===== config.mk =====
export PLATFORM = sky130hd
export DESIGN_NAME = gbl_ctrl
export DESIGN_NICKNAME = d
export VERILOG_FILES = /design/src/hw/rtl/gated_block_loudness_unit_macros.svh /design/src/hw/rtl/gbl_pkg.sv /design/src/hw/rtl/gbl_ctrl.sv
export SDC_FILE = /design/constraint.sdc
export NUM_CORES = 1
export LEC_CHECK = 0
export ABC_AREA = 1
export BUFFER_PORTS_ARGS = -buffer_cell sky130_fd_sc_hd__buf_4
export CAP_MARGIN = 40
export CORE_UTILIZATION = 54
export DETAILED_ROUTE_END_ITERATION = 6
export PLACE_DENSITY = 0.79
export RECOVER_POWER = 50
export SLEW_MARGIN = 10
export SYNTH_ARGS = -nofsm -noshare
export SYNTH_HDL_FRONTEND = slang
export SYNTH_SLANG_ARGS = --single-unit

===== constraint.sdc =====
create_clock -name clk_i -period 2.6 [get_ports clk_i]
set_input_delay 0.13 -clock clk_i [delete_from_list [all_inputs] [get_ports clk_i]]
set_output_delay 0.13 -clock clk_i [all_outputs]
set_load 0.02 [all_outputs]

===== src/hw/rtl/gated_block_loudness_unit_macros.svh =====
// ----------------------------------------------------------------------------
// gated block loudness unit assertion macros
// concurrent assertion wrappers, empty when synthesizing
// ----------------------------------------------------------------------------
`ifndef GATED_BLOCK_LOUDNESS_UNIT_MACROS_SVH
`define GATED_BLOCK_LOUDNESS_UNIT_MACROS_SVH

`ifndef SYNTHESIS
`define GBL_ASSERT(lbl, clk, rstn, prop) \
  lbl: assert property (@(posedge clk) disable iff (!rstn) (prop)) \
    else $error("gbl assertion failed");
`define GBL_ASSERT_NEXT(lbl, clk, rstn, ante, cons) \
  lbl: assert property (@(posedge clk) disable iff (!rstn) (ante) |=> (cons)) \
    else $error("gbl assertion failed");
`else
`define GBL_ASSERT(lbl, clk, rstn, prop)
`define GBL_ASSERT_NEXT(lbl, clk, rstn, ante, cons)
`endif

`endif


===== src/hw/rtl/gbl_pkg.sv =====
`timescale 1ns / 1ps
// ----------------------------------------------------------------------------
// gbl_pkg
// shared widths, codes, command structs and helpers of the loudness unit
// ----------------------------------------------------------------------------
package gbl_pkg;

  localparam int MaxBlocks = 64;
  localparam int AddrW     = $clog2(MaxBlocks);
  localparam int CntW      = $clog2(MaxBlocks + 1);
  localparam int SampleW   = 16;
  localparam int EnergyW   = 51;
  localparam int BsW       = 20;
  localparam int RatioW    = 17;
  localparam int MeanW     = 31;
  localparam int SumW      = EnergyW + AddrW;
  localparam int DenW      = CntW + BsW;
  // gate level wraps at 64 bits
  localparam int ThrW      = 64;
  localparam int DivCntW   = $clog2(SumW);
  localparam int CfgIdxW   = 3;
  localparam int CfgDataW  = 20;

  typedef enum logic [CfgIdxW-1:0] {
    CFG_BLOCK_SIZE     = 3'd0,
    CFG_BLOCKS_IN_USE  = 3'd1,
    CFG_MIN_BLOCKS     = 3'd2,
    CFG_GATING_RATIO   = 3'd3,
    CFG_IGNORE_SILENCE = 3'd4
  } cfg_idx_e;

  typedef enum logic [3:0] {
    ST_IDLE, ST_THR_MUL, ST_THR_PP, ST_THR_SUM, ST_LOAD_I, ST_CAP_I,
    ST_SWEEP, ST_FLUSH, ST_DECIDE, ST_DIV_SET, ST_DIV, ST_OUT
  } state_e;

  typedef struct packed {
    logic [BsW-1:0]    bs;
    logic [CntW-1:0]   biu;
    logic [CntW-1:0]   minb;
    logic [RatioW-1:0] ratio;
    logic              ign;
  } cfg_t;

  typedef struct packed {
    logic             acc;
    logic             thr_mul;
    logic             thr_pp;
    logic             thr_sum;
    logic             cap_i;
    logic             rd_en;
    logic             cmp;
    logic [AddrW-1:0] rd_addr;
    logic             decide;
    logic             div_start;
    logic             div_step;
    logic             out_load;
  } cmd_t;

  typedef struct packed {
    logic blk_end;
    logic div_last;
    logic out_busy;
  } stat_t;

  function automatic logic [BsW-1:0] eff_bs(input logic [BsW-1:0] bs);
    return (bs == '0) ? BsW'(1) : bs;
  endfunction

  function automatic logic [CntW-1:0] eff_win(input logic [CntW-1:0] biu);
    logic [CntW-1:0] n;
    n = biu;
    if (n == '0) n = CntW'(1);
    if (n > CntW'(MaxBlocks)) n = CntW'(MaxBlocks);
    return n;
  endfunction

endpackage


===== src/hw/rtl/gbl_ctrl.sv =====
`timescale 1ns / 1ps
// ----------------------------------------------------------------------------
// gbl_ctrl
// sequencer for sample intake, ranking sweeps, division and result load
// ----------------------------------------------------------------------------
module gbl_ctrl import gbl_pkg::*; (
  input  logic            clk_i,
  input  logic            rst_ni,
  input  logic [CntW-1:0] biu_i,
  input  logic            in_valid_i,
  output logic            in_ready_o,
  input  stat_t           stat_i,
  output cmd_t            cmd_o
);

  state_e state_q, state_d;
  logic [CntW-1:0] i_q, i_d, j_q, j_d;
  logic [CntW-1:0] win;

  assign win = eff_win(biu_i);

  always_ff @(posedge clk_i or negedge rst_ni) begin
    if (!rst_ni) begin
      state_q <= ST_IDLE;
      i_q     <= '0;
      j_q     <= '0;
    end else begin
      state_q <= state_d;
      i_q     <= i_d;
      j_q     <= j_d;
    end
  end

  always_comb begin
    state_d    = state_q;
    i_d        = i_q;
    j_d        = j_q;
    in_ready_o = 1'b0;
    cmd_o      = '0;
    unique case (state_q)
      ST_IDLE: begin
        in_ready_o = 1'b1;
        if (in_valid_i) begin
          cmd_o.acc = 1'b1;
          if (stat_i.blk_end) state_d = ST_THR_MUL;
        end
      end
      ST_THR_MUL: begin
        cmd_o.thr_mul = 1'b1;
        i_d     = '0;
        state_d = ST_THR_PP;
      end
      ST_THR_PP: begin
        cmd_o.thr_pp = 1'b1;
        state_d = ST_THR_SUM;
      end
      ST_THR_SUM: begin
        cmd_o.thr_sum = 1'b1;
        state_d = ST_LOAD_I;
      end
      ST_LOAD_I: begin
        cmd_o.rd_en   = 1'b1;
        cmd_o.rd_addr = i_q[AddrW-1:0];
        state_d = ST_CAP_I;
      end
      ST_CAP_I: begin
        cmd_o.cap_i = 1'b1;
        j_d     = '0;
        state_d = ST_SWEEP;
      end
      ST_SWEEP: begin
        cmd_o.rd_en   = 1'b1;
        cmd_o.cmp     = 1'b1;
        cmd_o.rd_addr = j_q[AddrW-1:0];
        j_d = j_q + CntW'(1);
        if (j_d >= win) state_d = ST_FLUSH;
      end
      // last compare lands here
      ST_FLUSH: begin
        state_d = ST_DECIDE;
      end
      ST_DECIDE: begin
        cmd_o.decide = 1'b1;
        i_d = i_q + CntW'(1);
        state_d = (i_d >= win) ? ST_DIV_SET : ST_LOAD_I;
      end
      ST_DIV_SET: begin
        cmd_o.div_start = 1'b1;
        state_d = ST_DIV;
      end
      ST_DIV: begin
        cmd_o.div_step = 1'b1;
        if (stat_i.div_last) state_d = ST_OUT;
      end
      ST_OUT: begin
        if (!stat_i.out_busy) begin
          cmd_o.out_load = 1'b1;
          state_d = ST_IDLE;
        end
      end
      default: state_d = ST_IDLE;
    endcase
  end

endmodule


Word level (Yosys, flattened, before mapping)
Index checks and enable logic that the tools add are counted.
{"block": "totals", "ff_bits": 18, "latch_bits": 0, "ramBits": 0, "romBits": 0, "word_cells": 56, "mem_count": 0}
{"block": "op_classes", "addsub": 2, "n_mul": 0, "div_mod_pow": 0, "n_lt_le_gt_ge": 3, "n_eq_ne": 16, "n_shift": 0, "muxes": 26, "n_bitwise": 0, "reduce_logical": 6}
{"op": "one-hot mux 4 bit (12 select lines)", "count": 1}
{"op": "one-hot mux 7 bit (2 select lines)", "count": 2}
{"op": "two-way mux 4 bit", "count": 6}
{"op": "== test 4 x 3 -> 1 bit (second input constant)", "count": 4}
{"op": "== test 4 bit (second input constant)", "count": 4}
{"op": "adder 7 x 1 -> 7 bit (second input constant)", "count": 2}
{"op": "greater-or-equal comparator 7 bit", "count": 2}
{"op": "two-way mux 1 bit", "count": 14}
{"op": "two-way mux 7 bit", "count": 2}
{"op": "one-hot mux 6 bit (2 select lines)", "count": 1}
{"op": "inequality test 2 bit (second input constant)", "count": 5}
{"op": "== test 4 x 2 -> 1 bit (second input constant)", "count": 2}
{"op": "> comparator 7 bit (second input constant)", "count": 1}
{"op": "zero test 7 bit", "count": 1}
{"op": "AND reduction 5 bit", "count": 1}
{"op": "== test 4 x 1 -> 1 bit (second input constant)", "count": 1}
{"op": "zero test 4 bit", "count": 1}
{"op": "nonzero test 2 bit", "count": 2}
{"op": "OR reduction 2 bit", "count": 1}

Longest topological paths before layout
{"block": "logic_depth", "ltp_word": 7, "ltp_mapped": 15}

Worst setup path after synthesis
No wires, ideal clock.
{"block": "synth_path", "path_kind": "register -> register", "startpoint": "register i_q[0]", "endpoint": "register state_q[0]", "setup_time_ps": 119, "arrival_ps": 1764, "path_slack_ps": 717, "stages_incl_launch_ff": 16, "n_path_buf": 0, "synth_period_minus_slack_ps": 1883, "path_cell_list": "dfrtp_1 -> ha_1 -> nand2_1 -> inv_1 -> nand2_1 -> xor2_1 -> inv_1 -> ha_1 -> nand2_1 -> nand2_1 -> a21oi_1 -> nand2_1 -> nand2_1 -> nand2_1 -> nand2_1 -> nand2_1"}
{"block": "synth_via", "elab_chain_cells": 4}
{"element": "start, declared", "line_no": "gbl_ctrl.sv:17", "text": "logic [CntW-1:0] i_q, i_d, j_q, j_d;"}
{"element": "start signal, assigned", "line_no": "gbl_ctrl.sv:29", "text": "i_q <= i_d;"}
{"element": "adder 7 x 1 -> 7 bit", "line_no": "gbl_ctrl.sv:84", "text": "i_d = i_q + CntW'(1);"}
{"element": "greater-or-equal comparator 7 bit", "line_no": "gbl_ctrl.sv:85", "text": "state_d = (i_d >= win) ? ST_DIV_SET : ST_LOAD_I;"}
{"element": "two-way mux 4 bit", "line_no": "gbl_ctrl.sv:85"}
{"element": "one-hot mux 4 bit (12 select lines)", "line_no": "gbl_ctrl.sv:40", "text": "unique case (state_q)"}
{"element": "end signal, assigned", "line_no": "gbl_ctrl.sv:28", "text": "state_q <= state_d;"}
{"element": "end, declared", "line_no": "gbl_ctrl.sv:16", "text": "state_e state_q, state_d;"}
Every way passes these cells.
A chain may end at the register's enable or synchronous reset.

Worst setup path after layout
Ends and elaborated chain as after synthesis.

==> results by group <==
Synth
  • Cell count after synthesis: about 220
  • #FFs+latches synth: 18
  • Post-Syn Nets: 248
  • Synth cell types: 20
  • YS warnings: 0
  • Seq/Total Area, Yosys: 0.304
  • Synthesized cell area: around 1500 um^2
  • Avg Synthesized Cell Area: ~6.8 um^2

Power and ir drop
  • Sw Ratio: 0.489
  • Comb power frac: 0.583
  • P_sw: between 600 and 700 uW
  • Flop pwr share: 0.291
  • Tot Pwr: roughly 1400 uW
  • Pleak: 0.00101 uW
  • Cell Int Power: ~720 uW
  • VDD IR max: around 0.00069 V
  • Pwr dens: roughly 800 nW/um^2
  • Clk pwr share: 0.126

Cells and area
  • Area delta synth->final: 19.8%
  • Fill cells: approximately 260
  • Finished Cell Area: 1770 um^2
  • Share of layout cells above drive strength 1: 0.142
  • FF+latch area: ~450 um^2
  • Final nets: around 280
  • Multi-input logic area: 868 um^2
  • Core Util, Final: 0.697
  • Ant. Diodes: 0

STA
  • Slew Limit Fails: 0
  • Highest clock rate: 471 MHz
  • Endpoints failing setup: 0
  • Final period utilization: 0.816
  • Minimum clock period: around 2.1 ns
  • Least-Margin Pin Slew: 1.05 ns
  • Rel. slew slack: 0.297
  • Final hold vios: 0
  • Final worst setup slack: around 0.48 ns
  • Setup TNS: 0 ns
  • Clock skew: between 0.0015 and 0.002 ns
  • RSZ-0062 raised after global routing: false

Clock tree
  • Post-CTS Setup Repair Bufs: 0
  • Worst-Skew Late Latency: around 0.30 ns
  • CTS Buf Count: 3
  • Clk slew on worst S/H paths: ~0.1 ns
  • Cts repair resizes: 0
  • H-tree levels: 1
  • CTS Root Buffer Type: clkbuf_4
  • Hold Buf Count CTS: 1
  • Sinks on Clock Net: 18
  • CTS tree: yes
  • Clk buf depth: 2

Critical path
  • Most Frequent Cell on Critical Path: nand2_1
  • CP endpoint kind: register
  • CP Cell Sequence: ha_1 > nand2_1 > inv_1 > nand2_1 > xor2_1 > inv_1 > ha_1 > nand2_1 > nand2_1 > a21oi_1 > nand2_1 > nand2_1 > nand2_1 > nand2_1 > nand2_1
  • CP max FO: 4
  • Worst EP arrival: 2.32 ns
  • Critical path required time: 2.80 ns
  • Type of the worst setup path: reg -> reg
  • CP max-delay cell: dfrtp_1
  • Slowest stage delay, CP: between 0.4 and 0.5 ns
  • CP bufs+invs: 2
  • Delay-heaviest family, CP: simple AND/OR/NAND/NOR gates
  • CP Launch Type: register

Floorplanning
  • Die area: just under 3000 um^2
  • Die Height: ~54 um
  • # IOs: 31
  • Core region area: between 2000 and 3000 um^2
  • Starting Density: 0.582
  • Horiz. Die Dim: between 50 and 60 um
  • Cell Rows: 18

GRT
  • GRT Residual Overflow: 0
  • Tot GR Track Use: 0.256
  • Vias in the first global route: 1159
  • Largest net degree at the start of global routing: 19
  • Initial antenna violation count: 0
  • First-pass GRT wire length: ~5200 um

Drt
  • Antenna viol nets, final: 0
  • Vias/cell: 5.02
  • Initial DRT Pass Iterations: 4
  • Via Count: approximately 1400
  • Routed wire per std cell: 11.7 um
  • Iter 0 DRT Violations: 23
  • Wirelength, routed: around 3300 um
  • Post-route DRC: 0

Placed design
  • Routability cong.: 0.837
  • Post-DP Area: around 1700 um^2
  • Hpwl dp: ~2700 um
  • I/O Buffers: 30
  • Pre-CTS WS: 0.523 ns

Status
  • Status: finished, final reports clean

Job
  • Max capacitance violation total: 0

Hold path
  • Worst min-delay path category: in -> reg
layout make-up:
type | instances | share of cell area
inverters | 42 | 0.0889
clock buffers | 4 | 0.0205
well taps | 30 | 0.0212
repair buffers | 31 | 0.126
multi-input cells | 159 | 0.489
flip-flops and latches | 18 | 0.254
metrics by stage:
stage,hold slack (ns),std cells
after floorplan,-0.166,219
after global placement,0.0136,279
after detailed placement,0.0148,279
after CTS,0.155,284
after global routing,0.175,284
final,0.163,284
worst paths after layout:
check | from | to | slack, ns | depth (start not counted)
setup reg to reg | i_q[0]$_DFFE_PN0P_ | state_q[0]$_DFFE_PN0P_ | 0.48 | 15
setup / recovery | i_q[0]$_DFFE_PN0P_ | state_q[0]$_DFFE_PN0P_ | 0.48 | 15
hold reg to reg | j_q[0]$_DFFE_PN0P_ | j_q[0]$_DFFE_PN0P_ | 0.56 | 1
hold / removal | stat_i[1] | state_q[3]$_DFFE_PN0P_ | 0.16 | 6
min in group asynchronous | rst_ni | i_q[1]$_DFFE_PN0P_ | 0.52 | 2
max in group asynchronous | rst_ni | i_q[4]$_DFFE_PN0P_ | 1.45 | 2
worst min-delay path: stages:
cell and delay, ns:
buf_4 0.07, inv_1 0.03, nand2_1 0.07, nand2_1 0.05
inv_1 0.05, nand2_1 0.04
layer usage:
layer,global-route usage,share of wire
met1,0.367,0.52
met2,0.384,0.44
met3,0.0583,0.029
met4,0.0641,0.011
met5,0,0
registers in the layout, indices dropped and copies added, names as in the netlist:
register and count:
j_q 7, state_q 4, i_q 7
cell usage after synthesis (all sizes together):
| cell type | number | area (um^2) |
|---|---|---|
| nand2 | 67 | 259 |
| inv | 42 | 158 |
| nor2 | 24 | 103 |
| dfrtp | 18 | 450 |
| ha | 16 | 200 |
| a21oi | 10 | 50.1 |
| o21ai | 10 | 50.1 |
| o22ai | 9 | 56.3 |
| xor2 | 8 | 70.1 |
| nand3 | 7 | 35.0 |
| nand4 | 2 | 12.5 |
| nor3 | 2 | 10.0 |
| and3 | 1 | 6.26 |
| nand3b | 1 | 7.51 |
| nor4 | 1 | 6.26 |
| o211ai | 1 | 7.51 |
power groups by stage:
stage | logic [uW] | clock network, uW | registers, uW
floorplan | 590 | 0 | 400
finish | 818 | 176 | 409
CTS | 834 | 178 | 410
global route | 954 | 190 | 421
detailed placement | 829 | 0 | 416
global placement | 825 | 0 | 414
cell families after synthesis:
| logic type | share of synthesized area |
|---|---|
| XOR/XNOR | 0.0473 |
| adder cells (fa/ha/maj) | 0.135 |
| AND/OR/NAND/NOR | 0.296 |
| AO/OA/AOI/OAI | 0.111 |
| buffers and inverters | 0.106 |
| flip-flops | 0.304 |
cell usage in the layout (no fill, tap or decap):
master and count:
clkbuf_4 3, dfrtp_1 18, and3_1 1, nor4_1 1, nor2_1 21, nand4_1 2, clkbuf_8 1, nor2_4 1
clkbuf_1 3, o22ai_1 9, nand2_1 66, nor2_2 2, o21ai_0 10, ha_1 16, dlygate4sd3_1 1, buf_4 27
nand3_1 7, nor3_1 2, a21oi_1 10, inv_1 41, nand3b_1 1, o211ai_1 1, xor2_1 8, inv_2 1
nand2_2 1
Note: power is estimated with default switching activity, not from simulation.
